`src/sv/sbdec_pkg.sv`:
```
package sbdec_pkg;

    localparam int VALUE_BITS_DEF = 32;

    localparam logic [7:0] CHAR_ZERO  = 8'h30;
    localparam logic [7:0] CHAR_MINUS = 8'h2D;

    // Sequencer states
    typedef enum logic [1:0] {
        ST_IDLE,
        ST_CONV,
        ST_SIGN,
        ST_EMIT
    } t_state;

    // Operations of the shift/add-3 unit
    typedef enum logic [1:0] {
        OP_HOLD,
        OP_LOAD,
        OP_STEP,
        OP_DIGIT
    } t_op;

    // Decimal digits of 2^(bits-1): floor((bits-1)*log10(2)) + 1
    function automatic int num_digits(input int bits);
        return ((bits - 1) * 30103) / 100000 + 1;
    endfunction

endpackage

```
`src/sv/sbdec_dabble.sv`:
```
module sbdec_dabble #(
    parameter int VALUE_BITS = sbdec_pkg::VALUE_BITS_DEF
) (
    input  logic                  i_clk,
    input  sbdec_pkg::t_op        i_op,
    input  logic [VALUE_BITS-1:0] i_mag,
    output logic [3:0]            o_top_digit
);

    localparam int NumDigits = sbdec_pkg::num_digits(VALUE_BITS);
    localparam int BcdBits   = 4 * NumDigits;

    logic [VALUE_BITS-1:0] r_bin;
    logic [VALUE_BITS-1:0] n_bin;
    logic [BcdBits-1:0]    r_bcd;
    logic [BcdBits-1:0]    n_bcd;
    logic [BcdBits-1:0]    adj;

    // Add 3 to every digit of 5 or more before the shift
    always_comb begin
        for (int d = 0; d < NumDigits; d++) begin
            if (r_bcd[4*d +: 4] >= 4'd5) begin
                adj[4*d +: 4] = r_bcd[4*d +: 4] + 4'd3;
            end else begin
                adj[4*d +: 4] = r_bcd[4*d +: 4];
            end
        end
    end

    always_comb begin
        n_bin = r_bin;
        n_bcd = r_bcd;
        unique case (i_op)
            sbdec_pkg::OP_LOAD: begin
                n_bin = i_mag;
                n_bcd = '0;
            end
            sbdec_pkg::OP_STEP: begin
                n_bcd = {adj[BcdBits-2:0], r_bin[VALUE_BITS-1]};
                n_bin = {r_bin[VALUE_BITS-2:0], 1'b0};
            end
            sbdec_pkg::OP_DIGIT: begin
                n_bcd = {r_bcd[BcdBits-5:0], 4'd0};
            end
            default: begin
            end
        endcase
    end

    always_ff @(posedge i_clk) begin
        r_bin <= n_bin;
        r_bcd <= n_bcd;
    end

    assign o_top_digit = r_bcd[BcdBits-1 -: 4];

endmodule

```
`src/sv/signed_binary_to_decimal_ascii_unit.sv`:
```
// Signed binary to decimal ASCII converter.
// Input channel: drive i_value and raise start; the item is taken at the
// rising edge where start is high and busy is low. busy stays high until
// the last character of that item has been produced.
// Output channel: one ASCII character per o_strobe pulse on o_text_char,
// most significant first: a '-' for negative values, then the digits with
// no leading zeros (zero gives a single '0'). o_last marks the final one.
// Results are shown for exactly one cycle; the receiver cannot stall them.
// Timing: a shared shift/add-3 unit runs VALUE_BITS double-dabble steps,
// one bit per cycle, then the BCD word is shifted out one digit a cycle
// over all NumDigits positions (leading zeros are dropped silently).
// A minus sign, if any, comes out before the digits; the lead digit of a
// shorter value appears later than that of a full-width value. No new
// item is taken while busy is high; the next item can be accepted once
// busy falls, so items are converted one at a time.
// Reset (i_rst_n low, synchronous) drops any item in flight and returns the
// sequencer to idle with no strobe pending. No state spans items.
module signed_binary_to_decimal_ascii_unit #(
    parameter int VALUE_BITS = sbdec_pkg::VALUE_BITS_DEF
) (
    input  logic                         i_clk,
    input  logic                         i_rst_n,
    input  logic                         start,
    output logic                         busy,
    input  logic signed [VALUE_BITS-1:0] i_value,
    output logic [7:0]                   o_text_char,
    output logic                         o_last,
    output logic                         o_strobe
);

    localparam int NumDigits = sbdec_pkg::num_digits(VALUE_BITS);
    localparam int CntW      = $clog2(VALUE_BITS + 1);
    localparam int DigW      = $clog2(NumDigits + 1);

    sbdec_pkg::t_state     r_state;
    sbdec_pkg::t_state     n_state;
    sbdec_pkg::t_op        op;
    logic [CntW-1:0]       r_cnt;
    logic [CntW-1:0]       n_cnt;
    logic [DigW-1:0]       r_dig;
    logic [DigW-1:0]       n_dig;
    logic                  r_neg;
    logic                  n_neg;
    logic                  r_seen;
    logic                  n_seen;
    logic                  r_strobe;
    logic                  n_strobe;
    logic [7:0]            r_char;
    logic [7:0]            n_char;
    logic                  r_last;
    logic                  n_last;
    logic [VALUE_BITS-1:0] mag;
    logic [3:0]            top_digit;

    // Magnitude of the input; the most negative value wraps to 2^(N-1)
    always_comb begin
        if (i_value[VALUE_BITS-1]) begin
            mag = ~$unsigned(i_value) + 1'b1;
        end else begin
            mag = $unsigned(i_value);
        end
    end

    sbdec_dabble #(
        .VALUE_BITS (VALUE_BITS)
    ) u_dabble (
        .i_clk       (i_clk),
        .i_op        (op),
        .i_mag       (mag),
        .o_top_digit (top_digit)
    );

    always_comb begin
        n_state  = r_state;
        n_cnt    = r_cnt;
        n_dig    = r_dig;
        n_neg    = r_neg;
        n_seen   = r_seen;
        n_strobe = 1'b0;
        n_char   = r_char;
        n_last   = 1'b0;
        op       = sbdec_pkg::OP_HOLD;
        unique case (r_state)
            sbdec_pkg::ST_IDLE: begin
                if (start) begin
                    // Take the item: load magnitude, remember sign
                    op      = sbdec_pkg::OP_LOAD;
                    n_neg   = i_value[VALUE_BITS-1];
                    n_cnt   = CntW'(VALUE_BITS);
                    n_state = sbdec_pkg::ST_CONV;
                end
            end
            sbdec_pkg::ST_CONV: begin
                // One double-dabble step per cycle
                op    = sbdec_pkg::OP_STEP;
                n_cnt = r_cnt - 1'b1;
                if (r_cnt == CntW'(1)) begin
                    n_dig   = DigW'(NumDigits);
                    n_seen  = 1'b0;
                    n_state = r_neg ? sbdec_pkg::ST_SIGN : sbdec_pkg::ST_EMIT;
                end
            end
            sbdec_pkg::ST_SIGN: begin
                n_strobe = 1'b1;
                n_char   = sbdec_pkg::CHAR_MINUS;
                n_state  = sbdec_pkg::ST_EMIT;
            end
            sbdec_pkg::ST_EMIT: begin
                // Advance one digit; drop leading zeros but keep the units digit
                op    = sbdec_pkg::OP_DIGIT;
                n_dig = r_dig - 1'b1;
                if (top_digit != 4'd0 || r_seen || r_dig == DigW'(1)) begin
                    n_strobe = 1'b1;
                    n_seen   = 1'b1;
                    n_char   = sbdec_pkg::CHAR_ZERO | {4'd0, top_digit};
                    n_last   = (r_dig == DigW'(1));
                end
                if (r_dig == DigW'(1)) begin
                    n_state = sbdec_pkg::ST_IDLE;
                end
            end
            default: begin
                n_state = sbdec_pkg::ST_IDLE;
            end
        endcase
    end

    always_ff @(posedge i_clk) begin
        if (!i_rst_n) begin
            r_state  <= sbdec_pkg::ST_IDLE;
            r_strobe <= 1'b0;
            r_last   <= 1'b0;
        end else begin
            r_state  <= n_state;
            r_strobe <= n_strobe;
            r_last   <= n_last;
        end
    end

    always_ff @(posedge i_clk) begin
        r_cnt  <= n_cnt;
        r_dig  <= n_dig;
        r_neg  <= n_neg;
        r_seen <= n_seen;
        r_char <= n_char;
    end

    assign busy        = (r_state != sbdec_pkg::ST_IDLE);
    assign o_strobe    = r_strobe;
    assign o_text_char = r_char;
    assign o_last      = r_last;

`ifndef SYNTHESIS
    a_accept_to_conv: assert property (@(posedge i_clk) disable iff (!i_rst_n)
        (start && !busy) |=> (r_state == sbdec_pkg::ST_CONV))
        else $error("accepted item did not start conversion");

    a_strobe_needs_work: assert property (@(posedge i_clk) disable iff (!i_rst_n)
        o_strobe |-> $past(r_state != sbdec_pkg::ST_IDLE))
        else $error("character strobed without an item in flight");

    a_last_ends_item: assert property (@(posedge i_clk) disable iff (!i_rst_n)
        (o_strobe && o_last) |=> !o_strobe)
        else $error("character strobed after the last one of an item");

    a_last_with_strobe: assert property (@(posedge i_clk) disable iff (!i_rst_n)
        o_last |-> (o_strobe && o_text_char != sbdec_pkg::CHAR_MINUS))
        else $error("last flag without a digit strobe");
`endif

endmodule
```
`config.mk`:
```
export PLATFORM = sky130hd
export DESIGN_NAME = signed_binary_to_decimal_ascii_unit
export DESIGN_NICKNAME = d
export VERILOG_FILES = /design/src/sv/sbdec_pkg.sv /design/src/sv/sbdec_dabble.sv /design/src/sv/signed_binary_to_decimal_ascii_unit.sv
export SDC_FILE = /design/constraint.sdc
export NUM_CORES = 1
export LEC_CHECK = 0
export ABC_AREA = 1
export BUFFER_PORTS_ARGS = -buffer_cell sky130_fd_sc_hd__buf_4
export CAP_MARGIN = 20
export CORE_ASPECT_RATIO = 2
export CORE_MARGIN = 2
export CORE_UTILIZATION = 55
export CTS_CLUSTER_SIZE = 16
export DETAILED_ROUTE_END_ITERATION = 10
export PLACE_DENSITY = 0.74
export SKIP_CTS_REPAIR_TIMING = 1
export SLEW_MARGIN = 5
export SYNTH_ARGS = -nofsm -noshare
export SYNTH_HDL_FRONTEND = slang
export SYNTH_HIERARCHICAL = 1
export SYNTH_SLANG_ARGS = --single-unit
```
`constraint.sdc`:
```
create_clock -name i_clk -period 3.3 [get_ports i_clk]
set_input_delay 0.99 -clock i_clk [delete_from_list [all_inputs] [get_ports i_clk]]
set_output_delay 0.99 -clock i_clk [all_outputs]
set_load 0.02 [all_outputs]
```
# == Word-level counts from Yosys, hierarchy flattened ==
# Cells that the tools add are included.
# word_totals
elab_cells,94
input_bits,35
ff_bits,96
# classes
n_bitwise,1
magnitude_cmp,10
n_eq_ne,12
reduce_logical,17
muxes,31
n_addsub,13
# ops
operator,n
one-hot mux 40 bit (3 select lines),1
one-hot mux 32 bit (2 select lines),1
"greater-or-equal comparator 4 x 3 -> 1 bit, second input constant",10
2-to-1 mux 4 bit,10
"adder 4 x 2 -> 4 bit, second input constant",9
"adder 32 x 1 -> 32 bit, second input constant",1
2-to-1 mux 32 bit,1
inverter 32 bit,1
one-hot mux 8 bit (2 select lines),1
one-hot mux 6 bit (2 select lines),1
nonzero test 2 bit,5
AND reduction 3 bit,3
"== test 2 bit, second input constant",4
2-to-1 mux 8 bit,1
"!= test 2 bit, second input constant",4
one-hot mux 2 bit (4 select lines),1
one-hot mux 4 bit (2 select lines),1
AND reduction 2 bit,4
"== test 6 x 1 -> 1 bit, second input constant",1
2-to-1 mux 2 bit,3
2-to-1 mux 6 bit,1
one-hot mux 2 bit (3 select lines),1
"subtractor 6 x 1 -> 6 bit, second input constant",1
2-to-1 mux 1 bit,5
10 further kinds,13

# == Logic depth before layout (Yosys ltp) ==
# Gate-level depths: netlist of the first run.
# logic_depth
word_depth,5
mapped_depth,12
depth_no_buf,12

# == Hierarchy ==
# Netlist of the first run, hierarchy kept.
# by_module_without_submodules
module,instances,cells_each,area_each_um2
sbdec_dabble,1,506,4255.3
signed_binary_to_decimal_ascii_unit,1,328,2188.3

# == Worst setup path before layout of the first run ==
# Ideal clock, no wire load.
# synth_timing
path_type,input to register
startpoint,input start
endpoint,register u_dabble.r_bcd[0] (enable)
path_slack_ns,0.627
t_required_ns,2.905
path_stages,5
t_arrival_ns,2.278
setup_ns,0.395
path_buffers,0
path_cell_list,nand2_1 -> a21oi_1 -> inv_1 -> ha_1 -> inv_1
# synth_via
elab_chain_len,4
elab_cells_between_ends,6
# synth_lines
element,line,text
"start, declared",signed_binary_to_decimal_ascii_unit.sv:23,"input logic start,"
2-to-1 mux 1 bit (*),signed_binary_to_decimal_ascii_unit.sv:85,if (start) begin
one-hot mux 2 bit (3 select lines) (*),signed_binary_to_decimal_ascii_unit.sv:83,unique case (r_state)
via op[0],signed_binary_to_decimal_ascii_unit.sv:37,sbdec_pkg::t_op op;
== test 2 x 1 -> 1 bit or == test 2 bit (tied branches),sbdec_dabble.sv:33,unique case (i_op)
nonzero test 3 bit (no line) (*),-,
"end signal, assigned",sbdec_dabble.sv:52,r_bcd <= n_bcd;
"end, declared",sbdec_dabble.sv:15,logic [BcdBits-1:0] r_bcd;
# The timed path passes the listed nets; every way through them passes the cells marked *.
# A chain may end at the register's enable or synchronous reset.

# == Worst setup path after layout of the first run ==
# layout_timing
startpoint,register r_state[0]
endpoint,register u_dabble.r_bin[0] (data pin)
# layout_via
elab_chain_len,4
elab_cells_between_ends,7
# layout_lines
element,line,text
"start, declared",signed_binary_to_decimal_ascii_unit.sv:35,sbdec_pkg::t_state r_state;
"start signal, assigned",signed_binary_to_decimal_ascii_unit.sv:130,r_state <= sbdec_pkg::ST_IDLE;
"start signal, assigned",signed_binary_to_decimal_ascii_unit.sv:134,r_state <= n_state;
== test 2 bit (tied with other cells),signed_binary_to_decimal_ascii_unit.sv:83,
one-hot mux 2 bit (3 select lines) (*),signed_binary_to_decimal_ascii_unit.sv:83,
via op[0],signed_binary_to_decimal_ascii_unit.sv:37,
== test 2 bit or == test 2 x 1 -> 1 bit (tied branches),sbdec_dabble.sv:33,
one-hot mux 32 bit (2 select lines) (*),sbdec_dabble.sv:33,
"end signal, assigned",sbdec_dabble.sv:51,r_bin <= n_bin;
"end, declared",sbdec_dabble.sv:13,logic [VALUE_BITS-1:0] r_bin;
# Marked as above.

==> insert_results.sql, run 1 <==
INSERT INTO impl_metrics (metric_group, metric, value, unit) VALUES
('power_and_ir_drop', 'power.switching', '0.002789', 'W'),
('power_and_ir_drop', 'power_frac_comb', '0.430', ''),
('critical_path', 'register_to_register_setup_slack', '0.91', 'ns'),
('synthesis', 'yosysWarningCount', '6', ''),
('routing', 'wirelength', '13300', 'um'),
('clock_tree', 'tritoncts_clock_tree', 'yes', ''),
('sta', 'final_hold_viol_count', '0', ''),
('routing', 'detail_route.drc_violations', '0', ''),
('flow_run', 'maxCapViolations', '0', ''),
('sta', 'timing.hold.ws', '0.5069', 'ns'),
('sta', 'timing.clock.skew', '0.01118', 'ns'),
('status', 'status', 'completed', ''),
('sta', 'final.period_utilization', '0.7245', ''),
('global_route', 'grt_max_degree', '41', ''),
('floorplan', 'initial_utilization', '0.5574', ''),
('sta', 'setup-tns-final', '0', 'ns'),
('sta', 'fmax', '418.3', 'MHz'),
('place', 'preCtsSetupSlack', '0.6423', 'ns'),
('power_and_ir_drop', 'max-vdd-ir-drop', '690.4', 'uV'),
('clock_tree', 'worstSkewPairLatency', '0.34', 'ns'),
('critical_path', 'worstPathBufferInverterCount', '3', ''),
('finish', 'total_area_of_sequential_cells', '2753', 'um^2'),
('sta', 'relSlewSlack', '0.4051', ''),
('critical_path', 'worstPathRequired', '3.39', 'ns'),
('critical_path', 'crit_path_start', 'r_state[0]$_SDFFE_PN0P_', ''),
('global_route', 'gr-usage-all-layers', '0.2237', ''),
('routing', 'antenna_violating_nets_post_route', '0', ''),
('clock_tree', 'clk_root_buffer_cell', 'sky130_fd_sc_hd__clkbuf_16', ''),
('power_and_ir_drop', 'power-per-cell-area', '922.6', 'nW/um^2'),
('critical_path', 'worst-setup-path-type', 'flop to flop', ''),
('floorplan', 'ioPinCount', '46', ''),
('synthesis', 'synth.cell_area', '6444', 'um^2'),
('floorplan', 'design.die.area', '12650', 'um^2'),
('synthesis', 'postSynthRegisterBits', '93', ''),
('synthesis', 'synth-seq-area-share', '0.4272', ''),
('global_route', 'global_route_wire_length_before_repair', '22600', 'um'),
('critical_path', 'critical_path_fanouts_max', '33', ''),
('power_and_ir_drop', 'clock_power_share', '0.172', ''),
('finish', 'share_of_post_route_cells_with_drive_strength_above_1', '0.1409', ''),
('floorplan', 'fp.dieW', '80.54', 'um'),
('finish', 'commonest_cells_after_routing_fill_and_taps_aside', '317 x sky130_fd_sc_hd__nand2_1, 93 x sky130_fd_sc_hd__inv_1, 89 x sky130_fd_sc_hd__edfxtp_1', ''),
('routing', 'routed_len_inst', '13.06', 'um'),
('critical_path', 'worst_r2r_path_depth', '8', ''),
('power_and_ir_drop', 'cell_internal_pwr', '0.003793', 'W'),
('routing', 'detailedRoute.firstPassIterationCount', '5', ''),
('critical_path', 'crit_path_cell_trace', 'inv_1, ha_1, nand2_1, a21oi_1, inv_1, ha_2, buf_4, nor2_1', ''),
('finish', 'leading_cell_type_in_the_layout_fill_and_taps_excluded', 'sky130_fd_sc_hd__nand2_1', ''),
('finish', 'n_antenna_cell', '0', ''),
('critical_path', 'path_depth', '8', ''),
('synthesis', 'avgSynthCellArea', '7.726', 'um^2'),
('routing', 'dr_total_vias', '5387', ''),
('sta', 'period_needed', '2.391', 'ns'),
('routing', 'vias_per_cell', '5.292', ''),
('sta', 'rsz0062_at_grt', 'no', ''),
('critical_path', 'cp-endpoint', 'u_dabble/r_bin[0]$_SDFFCE_PP0P_', ''),
('critical_path', 'crit-reg2reg-capture', 'u_dabble/r_bin[0]$_SDFFCE_PP0P_', ''),
('place', 'gp_congestion', '0.8998', ''),
('place', 'numPortBuffers', '42', ''),
('global_route', 'grt_pass1_vias', '5155', ''),
('critical_path', 'critPathCaptureType', 'flop', ''),
('critical_path', 'arrival_time_of_the_worst_setup_path', '2.48', 'ns'),
('sta', 'final-setup-viol-count', '0', ''),
('finish', 'area.growth.synth_to_final', '10.72', '%'),
('floorplan', 'fp-row-count', '56', ''),
('critical_path', 'critPathMaxStageDelay', '0.46', 'ns'),
('place', 'post-dp-hpwl', '9593', 'um'),
('sta', 'pin_slew_with_the_least_headroom_to_its_limit', '0.8831', 'ns'),
('critical_path', 'critPathTopFamily', 'adder cells', ''),
('global_route', 'grt.overflow.total', '0', ''),
('sta', 'final_worst_path_setup_slack', '0.9092', 'ns'),
('clock_tree', 'clkSinkCount', '93', '');
## cells in the mapped netlist (all sizes together)
cell / instances / area share
xor2: 9 / 0.013
ha: 33 / 0.064
nand2: 332 / 0.20
o21bai: 3 / 0.0035
a21boi: 1 / 0.0017
o21ai: 28 / 0.024
conb: 2 / 0.0012
inv: 105 / 0.062
a21oi: 17 / 0.013
buf: 25 / 0.028
or2: 6 / 0.0058
edfxtp: 89 / 0.41
nand4: 28 / 0.027
o22ai: 6 / 0.0058
nor3: 3 / 0.0023
dfxtp: 4 / 0.012
nand3: 70 / 0.059
xnor2: 7 / 0.0095
nand3b: 2 / 0.0023
nor2: 64 / 0.047
## how the worst min path moves through the flow
stage	end	start	slack, ns	cells past startpoint
floorplan	r_state[1]$_SDFFE_PN0P_	r_state[1]$_SDFFE_PN0P_	0.47	2
global placement	u_dabble/r_bcd[0]$_DFFE_PP_	u_dabble/r_bin[31]$_DFFE_PP_	0.50	2
detailed placement	u_dabble/r_bcd[0]$_DFFE_PP_	u_dabble/r_bin[31]$_DFFE_PP_	0.50	2
CTS	u_dabble/r_bcd[0]$_DFFE_PP_	u_dabble/r_bin[31]$_DFFE_PP_	0.51	2
global route	u_dabble/r_bin[15]$_DFFE_PP_	u_dabble/r_bin[14]$_DFFE_PP_	0.54	2
finish	u_dabble/r_bcd[0]$_DFFE_PP_	u_dabble/r_bin[31]$_DFFE_PP_	0.51	2
## cell families after synthesis
group	Yosys count	share of synthesized area
compound gates	55	0.04835
simple gates	505	0.3464
fa+ha+maj	33	0.06408
flops	93	0.4272
other cells	2	0.001165
buf+inv	130	0.08990
xor+xnor	16	0.02291
## tightest hold or removal path, stage by stage, from the launching register on
cell	delay [ns]
sky130_fd_sc_hd__edfxtp_1	0.32
sky130_fd_sc_hd__nand2_1	0.06
sky130_fd_sc_hd__inv_2	0.04
## final cells by class
class / count / area share
repair buffers: 47 / 0.04946
flip-flops and latches: 93 / 0.3858
clock inverters: 7 / 0.01473
clock buffers: 9 / 0.03157
well taps: 145 / 0.02543
multi-input cells: 612 / 0.4370
inverters: 105 / 0.05595
## sequential cells by signal (all words and copies together) (netlist names)
signal and cells:
o_last 1, o_strobe 1, o_text_char 5, r_cnt 6, r_dig 4, r_neg 1
r_seen 1, r_state 2, u_dabble/r_bcd 40, u_dabble/r_bin 32
## metrics by stage
stage          total power [W]  instance area (um^2)  utilization  instances
2_1_floorplan         0.004789                  6447            -        835
3_3_place_gp          0.005320                  6804       0.5885       1002
3_5_place_dp          0.005432                  6804       0.5885       1002
4_1_cts               0.006602                  7134       0.6171       1018
5_1_grt               0.007130                  7134       0.6171       1018
6_report              0.006582                  7134       0.6171       1018
## routing by layer
| metal | track usage | share of wire | vias up |
|---|---|---|---|
| met5 | 0 | 0 | - |
| met4 | 0.07990 | 0.017 | 0 |
| met3 | 0.03154 | 0.032 | 21 |
| met2 | 0.3885 | 0.52 | 101 |
| met1 | 0.2798 | 0.43 | 2514 |
| li1 | - | - | 2751 |
## power by group through the flow
stage | sequential (W) | combinational, W | clock (W)
after floorplan | 0.00254 | 0.00225 | 0
after global placement | 0.00263 | 0.00269 | 0
after detailed placement | 0.00262 | 0.00281 | 0
after CTS | 0.00261 | 0.00283 | 0.00116
after global routing | 0.00269 | 0.00324 | 0.00120
final | 0.00262 | 0.00283 | 0.00113
(Power assumes the default switching activity.)
==> run 2, diff against run 1 <==
ABC_AREA = 0   (was 1)
PLACE_DENSITY = 0.77   (was 0.74)
clock period = 2.08 ns   (was 3.3 ns; I/O delays follow)
==> run 2 against run 1 <==
Net effect:
- sequential share of layout area down 1.5 points
- synthesized cell count down 34%
- synthesized area down 6.3%
- core utilization up 7.0 points
- critical path depth down 1
- sequential power up 66%
- global-route usage up 0.096 points
- power up 73%
- first-iteration DRC count up 30%
- combinational power up 84%
- hold slack about the same
- cell area up 4.1%
- largest cell class unchanged
- largest power group unchanged
- highest routed layer unchanged
==> insert_results.sql, run 2 <==
INSERT INTO impl_metrics (metric_group, metric, value, unit) VALUES
('status', 'status', 'completed', ''),
('critical_path', 'critPathMaxStageDelay', '0.38', 'ns'),
('critical_path', 'arrival_time_of_the_worst_setup_path', '2.15', 'ns'),
('finish', 'total_area_of_sequential_cells', '2754', 'um^2'),
('synthesis', 'synth_edf_count', '89', ''),
('flow_run', 'maxCapViolations', '0', ''),
('critical_path', 'worstPathBufferInverterCount', '2', ''),
('routing', 'met1_length', '4912', 'um'),
('floorplan', 'ioPinCount', '46', ''),
('floorplan', 'initial_utilization', '0.5582', ''),
('critical_path', 'critPathTopFamily', 'simple AND/OR/NAND/NOR gates', ''),
('sta', 'pin_slew_with_the_least_headroom_to_its_limit', '0.5625', 'ns'),
('synthesis', 'ys_dominant_reg_cell', 'sky130_fd_sc_hd__edfxtp_1', ''),
('finish', 'largest_reg_flops', '40', ''),
('clock_tree', 'cts.htree.levels', '3', ''),
('floorplan', 'design.die.area', '11880', 'um^2'),
('routing', 'wirelength', '13490', 'um'),
('sta', 'final.period_utilization', '0.9862', ''),
('place', 'post-dp-hpwl', '9598', 'um'),
('critical_path', 'crit_path_cell_trace', 'buf_4, nor4_4, buf_4, nand4_4, o21ai_0, xnor2_1, mux2_2', ''),
('finish', 'final_nets', '712', ''),
('finish', 'area.growth.synth_to_final', '23.12', '%'),
('synthesis', 'postSynth.asyncResetShare', '0', ''),
('floorplan', 'core_area', '10810', 'um^2'),
('finish', 'registers.top_by_ff_count', 'u_dabble/r_bcd', ''),
('synthesis', 'synth-seq-area-share', '0.4561', ''),
('critical_path', 'timing.critical_path.from_type', 'input pin', ''),
('global_route', 'grt.overflow.total', '0', ''),
('clock_tree', 'max-clock-path-buffers', '2', ''),
('finish', 'nFillCells', '781', ''),
('place', 'numPortBuffers', '42', ''),
('clock_tree', 'clkSinkCount', '93', ''),
('synthesis', 'syn_inst', '552', ''),
('routing', 'routed_len_inst', '17.10', 'um'),
('finish', 'n_antenna_cell', '0', ''),
('hold_path', 'whs_path_depth', '2', ''),
('floorplan', 'fp-row-count', '54', ''),
('synthesis', 'synth_area_leaders', 'sky130_fd_sc_hd__edfxtp_1 44%, sky130_fd_sc_hd__ha_1 6.8%, sky130_fd_sc_hd__mux2_2 5.8%', ''),
('finish', 'multiInputGateArea', '3104', 'um^2'),
('critical_path', 'critical_path_fanouts_max', '9', ''),
('sta', 'timing.clock.skew', '0.009384', 'ns'),
('sta', 'relSlewSlack', '0.6225', ''),
('place', 'gp_congestion', '0.8327', ''),
('synthesis', 'avgSynthCellArea', '10.93', 'um^2'),
('global_route', 'grt_pass1_vias', '4737', ''),
('critical_path', 'critPathCaptureType', 'flop', ''),
('critical_path', 'worst_r2r_path_depth', '10', ''),
('routing', 'met3WireLength', '356', 'um'),
('synthesis', 'count_of_unique_library_cells_instantiated_by_yosys', '56', ''),
('floorplan', 'fp.dieH', '152.1', 'um'),
('sta', 'final_worst_path_setup_slack', '0.02878', 'ns'),
('global_route', 'grt_max_degree', '37', ''),
('power_and_ir_drop', 'power-per-cell-area', '1530', 'nW/um^2'),
('sta', 'period_needed', '2.051', 'ns'),
('finish', 'reg.largest.list', 'u_dabble/r_bcd x40, u_dabble/r_bin x32, r_cnt x6', ''),
('routing', 'vias_per_cell', '5.920', ''),
('synthesis', 'synth_largest_type_area_fraction', '0.4429', ''),
('clock_tree', 'tritoncts_clock_tree', 'yes', ''),
('routing', 'antenna_violating_nets_post_route', '0', ''),
('sta', 'final_hold_viol_count', '0', ''),
('critical_path', 'path_common_cell', 'sky130_fd_sc_hd__buf_4', ''),
('clock_tree', 'clk_root_buffer_cell', 'sky130_fd_sc_hd__clkbuf_16', ''),
('critical_path', 'worst-setup-path-type', 'input pin to flop', ''),
('finish', 'commonest_cells_after_routing_fill_and_taps_aside', '109 x sky130_fd_sc_hd__buf_4, 89 x sky130_fd_sc_hd__edfxtp_1, 43 x sky130_fd_sc_hd__nand2_1', ''),
('sta', 'report.final.slew_viol_count', '0', ''),
('sta', 'timing.hold.ws', '0.5067', 'ns'),
('finish', 'share_of_post_route_cells_with_drive_strength_above_1', '0.2928', ''),
('routing', 'detail_route.drc_violations', '0', ''),
('synthesis', 'yosysWarningCount', '6', ''),
('synthesis', 'postSynthRegisterBits', '93', ''),
('critical_path', 'worstPathRequired', '2.18', 'ns'),
('floorplan', 'fp.dieW', '78.07', 'um'),
('power_and_ir_drop', 'max-vdd-ir-drop', '1141', 'uV'),
('synthesis', 'post-synth-top-count-cell', 'sky130_fd_sc_hd__edfxtp_1', ''),
('place', 'preCtsSetupSlack', '-0.3489', 'ns'),
('power_and_ir_drop', 'leakage', '2.776', 'nW'),
('synthesis', 'synth_commonest_cells', '89 x sky130_fd_sc_hd__edfxtp_1, 44 x sky130_fd_sc_hd__nand2_1, 36 x sky130_fd_sc_hd__inv_1', ''),
('routing', 'routed-wl-met2', '7966', 'um'),
('routing', 'top_layer_used', 'met4', ''),
('critical_path', 'path_depth', '7', ''),
('global_route', 'antenna_found_initial', '0', ''),
('synthesis', 'synth.cell_area', '6035', 'um^2'),
('sta', 'final-setup-viol-count', '0', ''),
('sta', 'fmax', '487.5', 'MHz'),
('clock_tree', 'cts_buffers', '9', ''),
('finish', 'leading_cell_type_in_the_layout_fill_and_taps_excluded', 'sky130_fd_sc_hd__buf_4', ''),
('global_route', 'global_route_wire_length_before_repair', '21630', 'um'),
('hold_path', 'hp-class', 'input pin to flop', ''),
('critical_path', 'crit_slowest_cell', 'sky130_fd_sc_hd__o21ai_0', ''),
('routing', 'dr_total_vias', '4671', ''),
('global_route', 'gr-usage-all-layers', '0.2246', ''),
('clock_tree', 'cts.clk_slew.worst_paths', '0.07', 'ns'),
('routing', 'initialDrtViolationCount', '361', ''),
('routing', 'detailedRoute.firstPassIterationCount', '5', ''),
('synthesis', 'synth_area_leader_cell', 'sky130_fd_sc_hd__edfxtp_1', ''),
('sta', 'rsz0062_at_grt', 'yes', ''),
('clock_tree', 'worstSkewPairLatency', '0.35', 'ns');
==> run 2: path summary, 6_finish.rpt <==
check | from | end | slack, ns
setup / recovery | i_value[10] | u_dabble/r_bin[23]$_DFFE_PP_ | 0.03
hold / removal | i_rst_n | o_strobe$_SDFF_PN0_ | 0.51
hold reg to reg | u_dabble/r_bin[31]$_DFFE_PP_ | u_dabble/r_bcd[0]$_DFFE_PP_ | 0.53
setup reg to reg | r_state[0]$_SDFFE_PN0P_ | u_dabble/r_bcd[37]$_DFFE_PP_ | 0.08
==> run 2: per-layer routing <==
layer  up-vias  track usage
met4         0      0.07352
met2        85       0.4446
met5         -            0
met3        22      0.02784
li1       2251            -
met1      2313       0.2361
==> run 2: kinds of logic after synthesis <==
family,synth area share
AND/OR/NAND/NOR,0.1476
AO/OA/AOI/OAI,0.1615
flip-flops,0.4561
buffers and inverters,0.05308
XOR/XNOR,0.05080
adder cells (fa/ha/maj),0.06842
multiplexers,0.06116
other,0.001245
==> run 2: power breakdown <==
group	internal (W)	switching, W
clock	0.00106	0.000738
combinational	0.00234	0.00287
sequential	0.00359	0.000774
total	0.00698	0.00438
==> run 2: area by class of cell <==
class	count	area share
multi-input cells	389	0.4178
inverters	37	0.02021
clock inverters	7	0.01314
clock buffers	9	0.03031
repair buffers	114	0.1243
flip-flops and latches	93	0.3707
well taps	140	0.02358
==> run 2: metrics by stage <==
step                instances  setup TNS [ns]  utilization  total power, W  area, um^2
finish                    789               0       0.6873         0.01137        7430
global route              789         -0.1931       0.6873         0.01207        7430
CTS                       788        -0.02105       0.6760         0.01125        7308
detailed placement        772          -7.968       0.6462        0.009430        6985
global placement          772          -5.302       0.6462        0.009147        6985
floorplan                 553         -0.4830            -        0.007605        6088
==> run 2: worst register-to-register path, stage by stage, from the launching register on <==
cell	delay [ns]
sky130_fd_sc_hd__dfxtp_1	0.31
sky130_fd_sc_hd__inv_1	0.08
sky130_fd_sc_hd__ha_1	0.17
sky130_fd_sc_hd__nand2_1	0.09
sky130_fd_sc_hd__o21ai_2	0.17
sky130_fd_sc_hd__inv_1	0.11
sky130_fd_sc_hd__ha_4	0.20
sky130_fd_sc_hd__buf_4	0.20
sky130_fd_sc_hd__nor2b_1	0.16
sky130_fd_sc_hd__a22oi_1	0.14
sky130_fd_sc_hd__nand3_1	0.11
